[src/rtl/core/cse_pkg.sv]
// ----------------------------------------------------------------------------
// cse_pkg: shared types and constants of the Chebyshev series evaluator
// Word formats, queue entry, state enums and fixed-point constants.
// ----------------------------------------------------------------------------
package cse_pkg;

  localparam int MAX_TERMS     = 64;
  localparam int TIME_WIDTH    = 48;                  // Q32.16
  localparam int COEFF_WIDTH   = 32;                  // Q10.22
  localparam int ACC_WIDTH     = 48;                  // Q26.22
  localparam int CHEB_WIDTH    = 32;                  // Q2.30
  localparam int CHEB_FRAC     = 30;
  localparam int IDX_WIDTH     = $clog2(MAX_TERMS + 1);
  localparam int DIV_STEPS     = CHEB_FRAC + 1;
  localparam int DIV_CNT_WIDTH = $clog2(DIV_STEPS);
  localparam int QUEUE_DEPTH   = 4;
  localparam int QPTR_WIDTH    = $clog2(QUEUE_DEPTH);
  localparam int PROD_WIDTH    = COEFF_WIDTH + CHEB_WIDTH;

  // 1.0 in Q2.30
  localparam logic signed [CHEB_WIDTH-1:0] CHEB_ONE = CHEB_WIDTH'(64'd1 << CHEB_FRAC);

  // input word
  typedef struct packed {
    logic                          first_term;
    logic                          last_term;
    logic signed [TIME_WIDTH-1:0]  sample_time;
    logic signed [TIME_WIDTH-1:0]  window_start;
    logic signed [TIME_WIDTH-1:0]  window_end;
    logic signed [COEFF_WIDTH-1:0] coefficient;
  } in_word_t;

  // result word
  typedef struct packed {
    logic signed [COEFF_WIDTH-1:0] series_value;
    logic                          saturated;
  } out_word_t;

  // classified term, front to back
  typedef struct packed {
    logic                          first;
    logic                          last;
    logic                          degen;
    logic signed [CHEB_WIDTH-1:0]  norm;
    logic signed [COEFF_WIDTH-1:0] coefficient;
  } cse_entry_t;

  // queue status toward the front and back end
  typedef struct packed {
    logic full;
    logic empty;
  } cse_qstat_t;

  typedef enum logic [2:0] {
    FE_IDLE,
    FE_DIFF,
    FE_ABS,
    FE_CLASS,
    FE_DIV,
    FE_PUSH
  } front_state_t;

  typedef enum logic [2:0] {
    BK_LOAD,
    BK_MULA,
    BK_MULB,
    BK_RND,
    BK_UPD,
    BK_OUT
  } back_state_t;

endpackage

[src/rtl/core/chebyshev_series_evaluator.sv]
// ----------------------------------------------------------------------------
// chebyshev_series_evaluator: Chebyshev series evaluation in fixed point
// Sums coefficient*T(k)(u) over a series of words and returns one saturated
// result word after the word marked last.
// ----------------------------------------------------------------------------
// Flow: each term word passes through the back-end states in order (queue
// pop, two products on the single shared 32x32 multiplier, round and
// accumulate, recurrence update), and a last word adds a load of the output
// register; the next word is popped only after the update. The front end sends
// an ordinary word straight to the queue; a first word passes difference,
// magnitude and class states, then the one-bit-per-cycle divider that
// normalizes it to u, skipped when the window is degenerate or u clamps to
// -1 or 1. A 4-entry queue lets the front end normalize while the back end is
// busy, and the output register lets a new word enter while a result waits.
module chebyshev_series_evaluator import cse_pkg::*; (
  input  logic      clk,
  input  logic      rst_n,
  input  logic      in_valid,
  output logic      in_stall,
  input  in_word_t  in_word,
  output logic      out_valid,
  input  logic      out_stall,
  output out_word_t out_word
);

  logic       push;
  logic       pop;
  cse_entry_t push_entry;
  cse_entry_t pop_entry;
  cse_qstat_t qstat;

  // front end: accept and normalize
  cse_front u_front (
    .clk        (clk),
    .rst_n      (rst_n),
    .in_valid   (in_valid),
    .in_stall   (in_stall),
    .in_word    (in_word),
    .push       (push),
    .push_entry (push_entry),
    .qstat      (qstat)
  );

  // term queue
  cse_queue u_queue (
    .clk        (clk),
    .rst_n      (rst_n),
    .push       (push),
    .push_entry (push_entry),
    .pop        (pop),
    .pop_entry  (pop_entry),
    .qstat      (qstat)
  );

  // back end: recurrence and sum
  cse_back u_back (
    .clk       (clk),
    .rst_n     (rst_n),
    .qstat     (qstat),
    .pop_entry (pop_entry),
    .pop       (pop),
    .out_valid (out_valid),
    .out_stall (out_stall),
    .out_word  (out_word)
  );

endmodule

[src/rtl/core/cse_front.sv]
// ----------------------------------------------------------------------------
// cse_front: input acceptance and window normalization
// Takes a word, and on a first term sets u in Q2.30 from the times by a
// one-bit-per-cycle restoring divider or a fixed code, then queues the term.
// ----------------------------------------------------------------------------
module cse_front import cse_pkg::*; (
  input  logic       clk,
  input  logic       rst_n,
  input  logic       in_valid,
  output logic       in_stall,
  input  in_word_t   in_word,
  output logic       push,
  output cse_entry_t push_entry,
  input  cse_qstat_t qstat
);

  front_state_t state_r, state_nxt;

  in_word_t                      word_r, word_nxt;
  logic signed [TIME_WIDTH:0]    diff_n_r, diff_n_nxt;
  logic signed [TIME_WIDTH:0]    diff_d_r, diff_d_nxt;
  logic [TIME_WIDTH-1:0]         mag_n_r, mag_n_nxt;
  logic [TIME_WIDTH-1:0]         mag_d_r, mag_d_nxt;
  logic                          neg_n_r, neg_n_nxt;
  logic                          neg_d_r, neg_d_nxt;
  logic                          degen_r, degen_nxt;
  logic [TIME_WIDTH+1:0]         rem_r, rem_nxt;
  logic [CHEB_WIDTH-1:0]         q_r, q_nxt;
  logic [DIV_CNT_WIDTH-1:0]      cnt_r, cnt_nxt;

  logic                          need_div;
  logic [TIME_WIDTH:0]           neg_diff_n;
  logic [TIME_WIDTH:0]           neg_diff_d;
  logic [TIME_WIDTH+1:0]         rem_sh;
  logic                          rem_ge;

  // quotient codes for the clamped and degenerate cases (u = q - 1.0)
  localparam logic [CHEB_WIDTH-1:0] Q_MINUS_ONE = '0;
  localparam logic [CHEB_WIDTH-1:0] Q_ZERO      = CHEB_WIDTH'(64'd1 << CHEB_FRAC);
  localparam logic [CHEB_WIDTH-1:0] Q_PLUS_ONE  = CHEB_WIDTH'(64'd1 << (CHEB_FRAC + 1));

  // classification of the window
  assign need_div = (mag_d_r != '0) && (mag_n_r != '0) && (neg_n_r == neg_d_r) &&
                    (mag_n_r < mag_d_r);

  assign neg_diff_n = -diff_n_r;
  assign neg_diff_d = -diff_d_r;

  // one restoring division step
  assign rem_sh = {rem_r[TIME_WIDTH:0], 1'b0};
  assign rem_ge = rem_sh >= {2'b00, mag_d_r};

  // datapath
  always_comb begin
    word_nxt   = word_r;
    diff_n_nxt = diff_n_r;
    diff_d_nxt = diff_d_r;
    mag_n_nxt  = mag_n_r;
    mag_d_nxt  = mag_d_r;
    neg_n_nxt  = neg_n_r;
    neg_d_nxt  = neg_d_r;
    degen_nxt  = degen_r;
    rem_nxt    = rem_r;
    q_nxt      = q_r;
    cnt_nxt    = cnt_r;
    case (state_r)
      FE_IDLE: begin
        if (in_valid) begin
          word_nxt = in_word;
        end
      end
      FE_DIFF: begin
        diff_n_nxt = (TIME_WIDTH+1)'(word_r.sample_time) -
                     (TIME_WIDTH+1)'(word_r.window_start);
        diff_d_nxt = (TIME_WIDTH+1)'(word_r.window_end) -
                     (TIME_WIDTH+1)'(word_r.window_start);
      end
      FE_ABS: begin
        neg_n_nxt = diff_n_r[TIME_WIDTH];
        neg_d_nxt = diff_d_r[TIME_WIDTH];
        mag_n_nxt = diff_n_r[TIME_WIDTH] ? neg_diff_n[TIME_WIDTH-1:0]
                                         : diff_n_r[TIME_WIDTH-1:0];
        mag_d_nxt = diff_d_r[TIME_WIDTH] ? neg_diff_d[TIME_WIDTH-1:0]
                                         : diff_d_r[TIME_WIDTH-1:0];
      end
      FE_CLASS: begin
        degen_nxt = (mag_d_r == '0);
        rem_nxt   = {2'b00, mag_n_r};
        cnt_nxt   = '0;
        if (mag_d_r == '0) begin
          q_nxt = Q_ZERO;
        end else if ((mag_n_r == '0) || (neg_n_r != neg_d_r)) begin
          q_nxt = Q_MINUS_ONE;
        end else if (mag_n_r >= mag_d_r) begin
          q_nxt = Q_PLUS_ONE;
        end else begin
          q_nxt = '0;
        end
      end
      FE_DIV: begin
        rem_nxt = rem_ge ? rem_sh - {2'b00, mag_d_r} : rem_sh;
        q_nxt   = {q_r[CHEB_WIDTH-2:0], rem_ge};
        cnt_nxt = cnt_r + 1'b1;
      end
      default: begin
      end
    endcase
  end

  // next state
  always_comb begin
    state_nxt = state_r;
    case (state_r)
      FE_IDLE: begin
        if (in_valid) begin
          state_nxt = in_word.first_term ? FE_DIFF : FE_PUSH;
        end
      end
      FE_DIFF:  state_nxt = FE_ABS;
      FE_ABS:   state_nxt = FE_CLASS;
      FE_CLASS: state_nxt = need_div ? FE_DIV : FE_PUSH;
      FE_DIV: begin
        if (cnt_r == DIV_CNT_WIDTH'(DIV_STEPS - 1)) begin
          state_nxt = FE_PUSH;
        end
      end
      FE_PUSH: begin
        if (!qstat.full) begin
          state_nxt = FE_IDLE;
        end
      end
      default: state_nxt = FE_IDLE;
    endcase
  end

  // outputs
  always_comb begin
    in_stall               = (state_r != FE_IDLE);
    push                   = (state_r == FE_PUSH) && !qstat.full;
    push_entry.first       = word_r.first_term;
    push_entry.last        = word_r.last_term;
    push_entry.degen       = degen_r;
    push_entry.norm        = $signed(q_r - CHEB_ONE);
    push_entry.coefficient = word_r.coefficient;
  end

  always_ff @(posedge clk) begin
    if (!rst_n) begin
      state_r <= FE_IDLE;
    end else begin
      state_r <= state_nxt;
    end
    word_r   <= word_nxt;
    diff_n_r <= diff_n_nxt;
    diff_d_r <= diff_d_nxt;
    mag_n_r  <= mag_n_nxt;
    mag_d_r  <= mag_d_nxt;
    neg_n_r  <= neg_n_nxt;
    neg_d_r  <= neg_d_nxt;
    degen_r  <= degen_nxt;
    rem_r    <= rem_nxt;
    q_r      <= q_nxt;
    cnt_r    <= cnt_nxt;
  end

endmodule

[src/rtl/core/cse_queue.sv]
// ----------------------------------------------------------------------------
// cse_queue: term queue between front and back end
// Small register FIFO of classified terms.
// ----------------------------------------------------------------------------
module cse_queue import cse_pkg::*; (
  input  logic       clk,
  input  logic       rst_n,
  input  logic       push,
  input  cse_entry_t push_entry,
  input  logic       pop,
  output cse_entry_t pop_entry,
  output cse_qstat_t qstat
);

  cse_entry_t            mem_r [QUEUE_DEPTH];
  logic [QPTR_WIDTH-1:0] wr_ptr_r, wr_ptr_nxt;
  logic [QPTR_WIDTH-1:0] rd_ptr_r, rd_ptr_nxt;
  logic [QPTR_WIDTH:0]   count_r, count_nxt;
  logic                  do_push;
  logic                  do_pop;

  // status
  assign qstat.full  = (count_r == (QPTR_WIDTH+1)'(QUEUE_DEPTH));
  assign qstat.empty = (count_r == '0);
  assign do_push     = push && !qstat.full;
  assign do_pop      = pop && !qstat.empty;
  assign pop_entry   = mem_r[rd_ptr_r];

  // pointers and fill level
  always_comb begin
    wr_ptr_nxt = do_push ? wr_ptr_r + 1'b1 : wr_ptr_r;
    rd_ptr_nxt = do_pop ? rd_ptr_r + 1'b1 : rd_ptr_r;
    count_nxt  = count_r;
    if (do_push && !do_pop) begin
      count_nxt = count_r + 1'b1;
    end else if (!do_push && do_pop) begin
      count_nxt = count_r - 1'b1;
    end
  end

  always_ff @(posedge clk) begin
    if (!rst_n) begin
      wr_ptr_r <= '0;
      rd_ptr_r <= '0;
      count_r  <= '0;
    end else begin
      wr_ptr_r <= wr_ptr_nxt;
      rd_ptr_r <= rd_ptr_nxt;
      count_r  <= count_nxt;
    end
    if (do_push) begin
      mem_r[wr_ptr_r] <= push_entry;
    end
  end

endmodule

[src/rtl/core/cse_back.sv]
// ----------------------------------------------------------------------------
// cse_back: Chebyshev recurrence and accumulation
// Runs T(k+1) = 2u*T(k) - T(k-1) and sums coefficient*T(k) on one shared
// multiplier, and delivers the saturated sum through an output register.
// ----------------------------------------------------------------------------
module cse_back import cse_pkg::*; (
  input  logic       clk,
  input  logic       rst_n,
  input  cse_qstat_t qstat,
  input  cse_entry_t pop_entry,
  output logic       pop,
  output logic       out_valid,
  input  logic       out_stall,
  output out_word_t  out_word
);

  localparam int TERM_WIDTH = PROD_WIDTH - CHEB_FRAC;
  localparam int RND_WIDTH  = PROD_WIDTH - CHEB_FRAC + 1;
  localparam int NEXT_WIDTH = RND_WIDTH + 1;

  localparam logic signed [ACC_WIDTH-1:0]   ACC_MAX = {1'b0, {(ACC_WIDTH-1){1'b1}}};
  localparam logic signed [ACC_WIDTH-1:0]   ACC_MIN = {1'b1, {(ACC_WIDTH-1){1'b0}}};
  localparam logic signed [COEFF_WIDTH-1:0] OUT_MAX = {1'b0, {(COEFF_WIDTH-1){1'b1}}};
  localparam logic signed [COEFF_WIDTH-1:0] OUT_MIN = {1'b1, {(COEFF_WIDTH-1){1'b0}}};
  localparam logic signed [NEXT_WIDTH-1:0]  NEXT_HI = NEXT_WIDTH'(CHEB_ONE);
  localparam logic signed [NEXT_WIDTH-1:0]  NEXT_LO = -NEXT_WIDTH'(CHEB_ONE);

  // round to nearest, ties away from zero, then arithmetic shift
  function automatic logic signed [PROD_WIDTH-1:0] round_shr(
    input logic signed [PROD_WIDTH-1:0] p,
    input int                           sh
  );
    logic signed [PROD_WIDTH-1:0] bias;
    bias = (PROD_WIDTH'(1) << (sh - 1)) - PROD_WIDTH'(p[PROD_WIDTH-1]);
    return (p + bias) >>> sh;
  endfunction

  back_state_t state_r, state_nxt;

  cse_entry_t                    ent_r, ent_nxt;
  logic signed [CHEB_WIDTH-1:0]  norm_r, norm_nxt;
  logic signed [CHEB_WIDTH-1:0]  prev_r, prev_nxt;
  logic signed [CHEB_WIDTH-1:0]  curr_r, curr_nxt;
  logic signed [ACC_WIDTH-1:0]   acc_r, acc_nxt;
  logic [IDX_WIDTH-1:0]          idx_r, idx_nxt;
  logic                          degen_r, degen_nxt;
  logic                          clip_r, clip_nxt;
  logic signed [PROD_WIDTH-1:0]  prod_r, prod_nxt;
  logic signed [TERM_WIDTH-1:0]  term_r, term_nxt;
  logic signed [RND_WIDTH-1:0]   rnd_r, rnd_nxt;
  logic                          out_valid_r, out_valid_nxt;
  out_word_t                     out_word_r, out_word_nxt;

  logic signed [COEFF_WIDTH-1:0] mul_a;
  logic signed [CHEB_WIDTH-1:0]  mul_b;
  logic signed [PROD_WIDTH-1:0]  mul_p;
  logic signed [PROD_WIDTH-1:0]  rnd30;
  logic signed [PROD_WIDTH-1:0]  rnd29;
  logic signed [ACC_WIDTH:0]     sum;
  logic                          sum_ovf;
  logic signed [NEXT_WIDTH-1:0]  next_t;
  logic                          active;
  logic                          acc_on;
  logic                          out_free;
  logic                          in_range;

  // shared multiplier: coefficient*T(k), then u*T(k+1)
  assign mul_a = (state_r == BK_MULA) ? ent_r.coefficient : norm_r;
  assign mul_b = (state_r == BK_MULA) ? prev_r : curr_r;
  assign mul_p = PROD_WIDTH'(mul_a) * PROD_WIDTH'(mul_b);

  assign rnd30 = round_shr(prod_r, CHEB_FRAC);
  assign rnd29 = round_shr(prod_r, CHEB_FRAC - 1);

  // term gating: cap on term count, degenerate window keeps term 0 only
  assign active = (idx_r < IDX_WIDTH'(MAX_TERMS));
  assign acc_on = active && (!degen_r || (idx_r == '0));

  assign sum     = (ACC_WIDTH+1)'(acc_r) + (ACC_WIDTH+1)'(term_r);
  assign sum_ovf = (sum[ACC_WIDTH] != sum[ACC_WIDTH-1]);
  assign next_t  = NEXT_WIDTH'(rnd_r) - NEXT_WIDTH'(prev_r);

  // result range check against the coefficient format
  assign in_range = (&acc_r[ACC_WIDTH-1:COEFF_WIDTH-1]) ||
                    (~|acc_r[ACC_WIDTH-1:COEFF_WIDTH-1]);
  assign out_free = !out_valid_r || !out_stall;

  // datapath
  always_comb begin
    ent_nxt       = ent_r;
    norm_nxt      = norm_r;
    prev_nxt      = prev_r;
    curr_nxt      = curr_r;
    acc_nxt       = acc_r;
    idx_nxt       = idx_r;
    degen_nxt     = degen_r;
    clip_nxt      = clip_r;
    prod_nxt      = prod_r;
    term_nxt      = term_r;
    rnd_nxt       = rnd_r;
    out_word_nxt  = out_word_r;
    out_valid_nxt = out_stall ? out_valid_r : 1'b0;
    case (state_r)
      BK_LOAD: begin
        if (!qstat.empty) begin
          ent_nxt = pop_entry;
          if (pop_entry.first) begin
            norm_nxt  = pop_entry.norm;
            degen_nxt = pop_entry.degen;
            prev_nxt  = CHEB_ONE;
            curr_nxt  = pop_entry.norm;
            acc_nxt   = '0;
            idx_nxt   = '0;
            clip_nxt  = 1'b0;
          end
        end
      end
      BK_MULA: begin
        prod_nxt = mul_p;
      end
      BK_MULB: begin
        prod_nxt = mul_p;
        term_nxt = rnd30[TERM_WIDTH-1:0];
      end
      BK_RND: begin
        rnd_nxt = rnd29[RND_WIDTH-1:0];
        if (acc_on) begin
          if (sum_ovf) begin
            clip_nxt = 1'b1;
            acc_nxt  = sum[ACC_WIDTH] ? ACC_MIN : ACC_MAX;
          end else begin
            acc_nxt = sum[ACC_WIDTH-1:0];
          end
        end
      end
      BK_UPD: begin
        if (active) begin
          prev_nxt = curr_r;
          if (next_t > NEXT_HI) begin
            curr_nxt = CHEB_ONE;
          end else if (next_t < NEXT_LO) begin
            curr_nxt = -CHEB_ONE;
          end else begin
            curr_nxt = next_t[CHEB_WIDTH-1:0];
          end
          idx_nxt = idx_r + 1'b1;
        end
      end
      BK_OUT: begin
        if (out_free) begin
          out_valid_nxt             = 1'b1;
          out_word_nxt.saturated    = clip_r || !in_range;
          out_word_nxt.series_value = in_range ? acc_r[COEFF_WIDTH-1:0]
                                    : (acc_r[ACC_WIDTH-1] ? OUT_MIN : OUT_MAX);
          // series done: restart with the stored u
          prev_nxt = CHEB_ONE;
          curr_nxt = norm_r;
          acc_nxt  = '0;
          idx_nxt  = '0;
          clip_nxt = 1'b0;
        end
      end
      default: begin
      end
    endcase
  end

  // next state
  always_comb begin
    state_nxt = state_r;
    case (state_r)
      BK_LOAD: begin
        if (!qstat.empty) begin
          state_nxt = BK_MULA;
        end
      end
      BK_MULA: state_nxt = BK_MULB;
      BK_MULB: state_nxt = BK_RND;
      BK_RND:  state_nxt = BK_UPD;
      BK_UPD:  state_nxt = ent_r.last ? BK_OUT : BK_LOAD;
      BK_OUT: begin
        if (out_free) begin
          state_nxt = BK_LOAD;
        end
      end
      default: state_nxt = BK_LOAD;
    endcase
  end

  // outputs
  always_comb begin
    pop       = (state_r == BK_LOAD) && !qstat.empty;
    out_valid = out_valid_r;
    out_word  = out_word_r;
  end

  always_ff @(posedge clk) begin
    if (!rst_n) begin
      state_r     <= BK_LOAD;
      out_valid_r <= 1'b0;
      norm_r      <= '0;
      degen_r     <= 1'b0;
      prev_r      <= CHEB_ONE;
      curr_r      <= '0;
      acc_r       <= '0;
      idx_r       <= '0;
      clip_r      <= 1'b0;
    end else begin
      state_r     <= state_nxt;
      out_valid_r <= out_valid_nxt;
      norm_r      <= norm_nxt;
      degen_r     <= degen_nxt;
      prev_r      <= prev_nxt;
      curr_r      <= curr_nxt;
      acc_r       <= acc_nxt;
      idx_r       <= idx_nxt;
      clip_r      <= clip_nxt;
    end
    ent_r      <= ent_nxt;
    prod_r     <= prod_nxt;
    term_r     <= term_nxt;
    rnd_r      <= rnd_nxt;
    out_word_r <= out_word_nxt;
  end

endmodule

[config.mk]
export PLATFORM = sky130hd
export DESIGN_NAME = chebyshev_series_evaluator
export DESIGN_NICKNAME = d
export VERILOG_FILES = /design/src/rtl/core/cse_pkg.sv /design/src/rtl/core/chebyshev_series_evaluator.sv /design/src/rtl/core/cse_front.sv /design/src/rtl/core/cse_queue.sv /design/src/rtl/core/cse_back.sv
export SDC_FILE = /design/constraint.sdc
export NUM_CORES = 2
export LEC_CHECK = 0
export BUFFER_PORTS_ARGS = -buffer_cell sky130_fd_sc_hd__buf_2
export CAP_MARGIN = 20
export CORE_MARGIN = 2
export CORE_UTILIZATION = 65
export CTS_BUF_LIST = sky130_fd_sc_hd__clkbuf_2
export CTS_CLUSTER_SIZE = 30
export DETAILED_ROUTE_END_ITERATION = 7
export HOLD_SLACK_MARGIN = 0.1
export PLACE_DENSITY = 0.82
export SLEW_MARGIN = 20
export SYNTH_ARGS = -nofsm -noshare
export SYNTH_HDL_FRONTEND = slang
export SYNTH_HIERARCHICAL = 1
export SYNTH_SLANG_ARGS = --single-unit
[constraint.sdc]
create_clock -name clk -period 14.6 [get_ports clk]
set_input_delay 4.38 -clock clk [delete_from_list [all_inputs] [get_ports clk]]
set_output_delay 4.38 -clock clk [all_outputs]
set_load 0.005 [all_outputs]
==> metrics.txt <==
outcome finished, final reports clean; Congestion Overflow GR 0; YS warnings 6; final RePlAce weighted congestion ~1.0; hold endpoint u_queue/mem_r[2][58]$_DFFE_PP_; width of the die 383 um; DR DRC count 0; synth top area cells edfxtp_1, fa_1, ha_1, inv_1, nand2_1; CTS Sinks 1,097; wire per inst roughly 25 um; biggest area consumer among synthesized cells edfxtp_1; CP max stage cell fa_1; first-pass iteration count of the detailed router 7; most frequent cells after synthesis inv_1, fa_1, nand2_1; period utilization between 70% and 80%; fin cells about 11,000; PostCTS Resize Cnt 0; register bit count reported by yosys around 1,100; Max Clk Rate 89.7 MHz; crit-path most repeated cell fa_1; Worst path max stage delay 0.79 ns; sequential area share after synthesis between 30% and 40%; clk root buf clkbuf_2; Net Count, Synth 10,800; CP Capture Type register; final WL 279 mm; Cell Int Power ~10 mW; Switching Fraction roughly 52%; Post-synth EDFFs roughly 930; clk_lat worst skew approximately 1.7 ns; worst-path fanout max 42; I/O Buffers between 200 and 250; Switch Pwr roughly 11 mW; most common cell in the netlist inv_1; CTS tree built; combinational power share 64.3%; worst endpoint data arrival time approximately 12 ns; iteration-0 DRC count of the detailed router between 7,000 and 8,000; Starting Density around two thirds; Peak supply drop ~0.19 mV; Final min period 11.15 ns; Syn Std Cell Area about 93,000 um^2; first-pass GRT wire length 422 mm; hold path cells 0; fin. max-slew vios 0; Antenna Nets Post-Route 0; vias in the first global route between 70,000 and 80,000; Layout Area Growth over Synthesis 5.66%; initial antenna violation count 20; clock-pin slew on the worst setup and hold paths approximately 0.10 ns; Cells after DPL 10,800; CP bufs+invs 8; Final Setup Violations 0; pin count of the biggest net entering global routing 170; worst r2r src u_back/state_r[1]$_SDFFE_PN0P_; start point of the worst hold path u_front/q_r[26]$_SDFFCE_PP0N_; Worst R2R End u_back/prod_r[63]$_DFFE_PP_; synth unique cells ~90; vias after detailed routing between 70,000 and 80,000; Synth Area per Inst 10.3 um^2; hold-fix buffer count after cts 0; post-DP HPWL between 200 and 250 mm; PwrDens approximately 210 nW/um^2; layout cells sized above 1 a little over a tenth; vias per std cell around 6; core region area approximately 140,000 um^2; LEAKAGE approximately 43 nW; H-Tree Depth 5; slew margin rel. about 15%; Clock Tree Buf Depth 4; part of the power in registers 25.5%; Clock Power Share between 10% and 20%; FF-to-FF path depth 30; FILL cells approximately 11,000; Syn Inst Count between 9,000 and 10,000; I/O Pins roughly 220; maxcap violations 0; RSZ-0062 raised after global routing false; Post CTS Setup Buffer Count 0; Synth Flop Type edfxtp_1; critical path required time ~16 ns; asr flop ratio synth 0%; CTS Buf Count just under 300; Rows about 140; Total Nets Final ~11,000; CP delay by family, top adder cells; GRT Total Usage between 30% and 40%; die height roughly 380 um; HP Class reg2reg; Synth top area share around 30%; Worst Max-Slew Pin Slew between 1 and 1.5 ns; Setup TNS 0 ns; final hold violations 0; Final Skew roughly 0.19 ns; worst reg2reg setup slack around 3.4 ns; CP Class reg2reg; total die area between 100,000 and 150,000 um^2; critical path launch point type register
[area by class of cell]
| class | count | area [um^2] | share of cell area, % |
|---|---|---|---|
| repair buffers | 320 | 1900 | 1.93 |
| well taps | 1890 | 2360 | 2.40 |
| clock inverters | 86 | 477 | 0.484 |
| flip-flops and latches | 1097 | 31300 | 31.7 |
| diodes | 18 | 45.0 | 0.0457 |
| clock buffers | 418 | 2090 | 2.12 |
| inverters | 1383 | 5190 | 5.27 |
| multi-input cells | 6144 | 55200 | 56.0 |
[through the flow]
step	total power, mW	instance area (um^2)	util (%)	setup slack (ns)	hold WS (ns)
after floorplan	14.3	93200	-	2.15	0.429
after global placement	18.2	95800	67.5	3.76	0.441
after detailed placement	18.6	95900	67.5	3.65	0.459
after CTS	20.8	98400	69.3	3.53	0.418
after global routing	22.5	98500	69.4	2.84	0.473
final	21.2	98500	69.4	3.45	0.449
[kinds of logic after synthesis]
| logic type | count (synthesis) | synth area share, % |
|---|---|---|
| AND/OR/NAND/NOR | 2491 | 11.7 |
| adder cells (fa/ha/maj) | 1588 | 30.1 |
| multiplexers | 229 | 3.44 |
| XOR/XNOR | 445 | 4.18 |
| AO/OA/AOI/OAI | 1391 | 9.49 |
| buffers and inverters | 1792 | 7.58 |
| flip-flops | 1097 | 33.5 |
[flip-flops by register name, summed over array words and instances (netlist names), 48 cells and up, named ones only]
name              cells
u_back/prod_r        64
u_front/word_r      144
u_front/mag_n_r      48
u_front/mag_d_r      48
u_front/diff_d_r     49
u_queue/mem_r       268
u_back/acc_r         48
u_front/diff_n_r     49
u_front/rem_r        49
[how the worst max path moves through the flow]
| stage | depth (start not counted) | endpoint | startpoint |
|---|---|---|---|
| 6_report | 30 | u_back/prod_r[63]$_DFFE_PP_ | u_back/state_r[1]$_SDFFE_PN0P_ |
| 5_1_grt | 31 | u_back/prod_r[63]$_DFFE_PP_ | u_back/state_r[0]$_SDFFE_PN0P_ |
| 4_1_cts | 33 | u_back/prod_r[63]$_DFFE_PP_ | u_back/state_r[0]$_SDFFE_PN0P_ |
| 3_5_place_dp | 32 | u_back/prod_r[63]$_DFFE_PP_ | u_back/state_r[2]$_SDFFE_PN0P_ |
| 3_3_place_gp | 31 | u_back/prod_r[59]$_DFFE_PP_ | u_back/state_r[0]$_SDFFE_PN0P_ |
| 2_1_floorplan | 2 | u_front/push_entry[0]$_DFFE_PP_ | in_valid |
[routing by layer]
metal	track usage, %	routed length, um
met5	0	120
met4	20.2	16600
met3	13.1	36600
met2	58.3	123000
met1	49.5	102000
[power groups by stage]
| stage | Combinational [mW] | Sequential [mW] | Clock (mW) |
|---|---|---|---|
| after global placement | 12.8 | 5.40 | 0 |
| after floorplan | 9.11 | 5.19 | 0 |
| after global routing | 14.7 | 5.47 | 2.34 |
| after CTS | 13.2 | 5.38 | 2.20 |
| after detailed placement | 13.1 | 5.45 | 0 |
| final | 13.6 | 5.41 | 2.14 |
[placed cells by master, fill, tap and decap left out, types with 204 or more instances in the layout]
cell,n
xnor2_1,273
ha_1,500
a21oi_1,400
edfxtp_1,928
o21ai_0,318
inv_1,1382
nor2_1,791
clkbuf_2,418
a21o_1,204
buf_2,215
fa_1,1088
nand2_1,1012
Power figures use the tool's default switching activity.
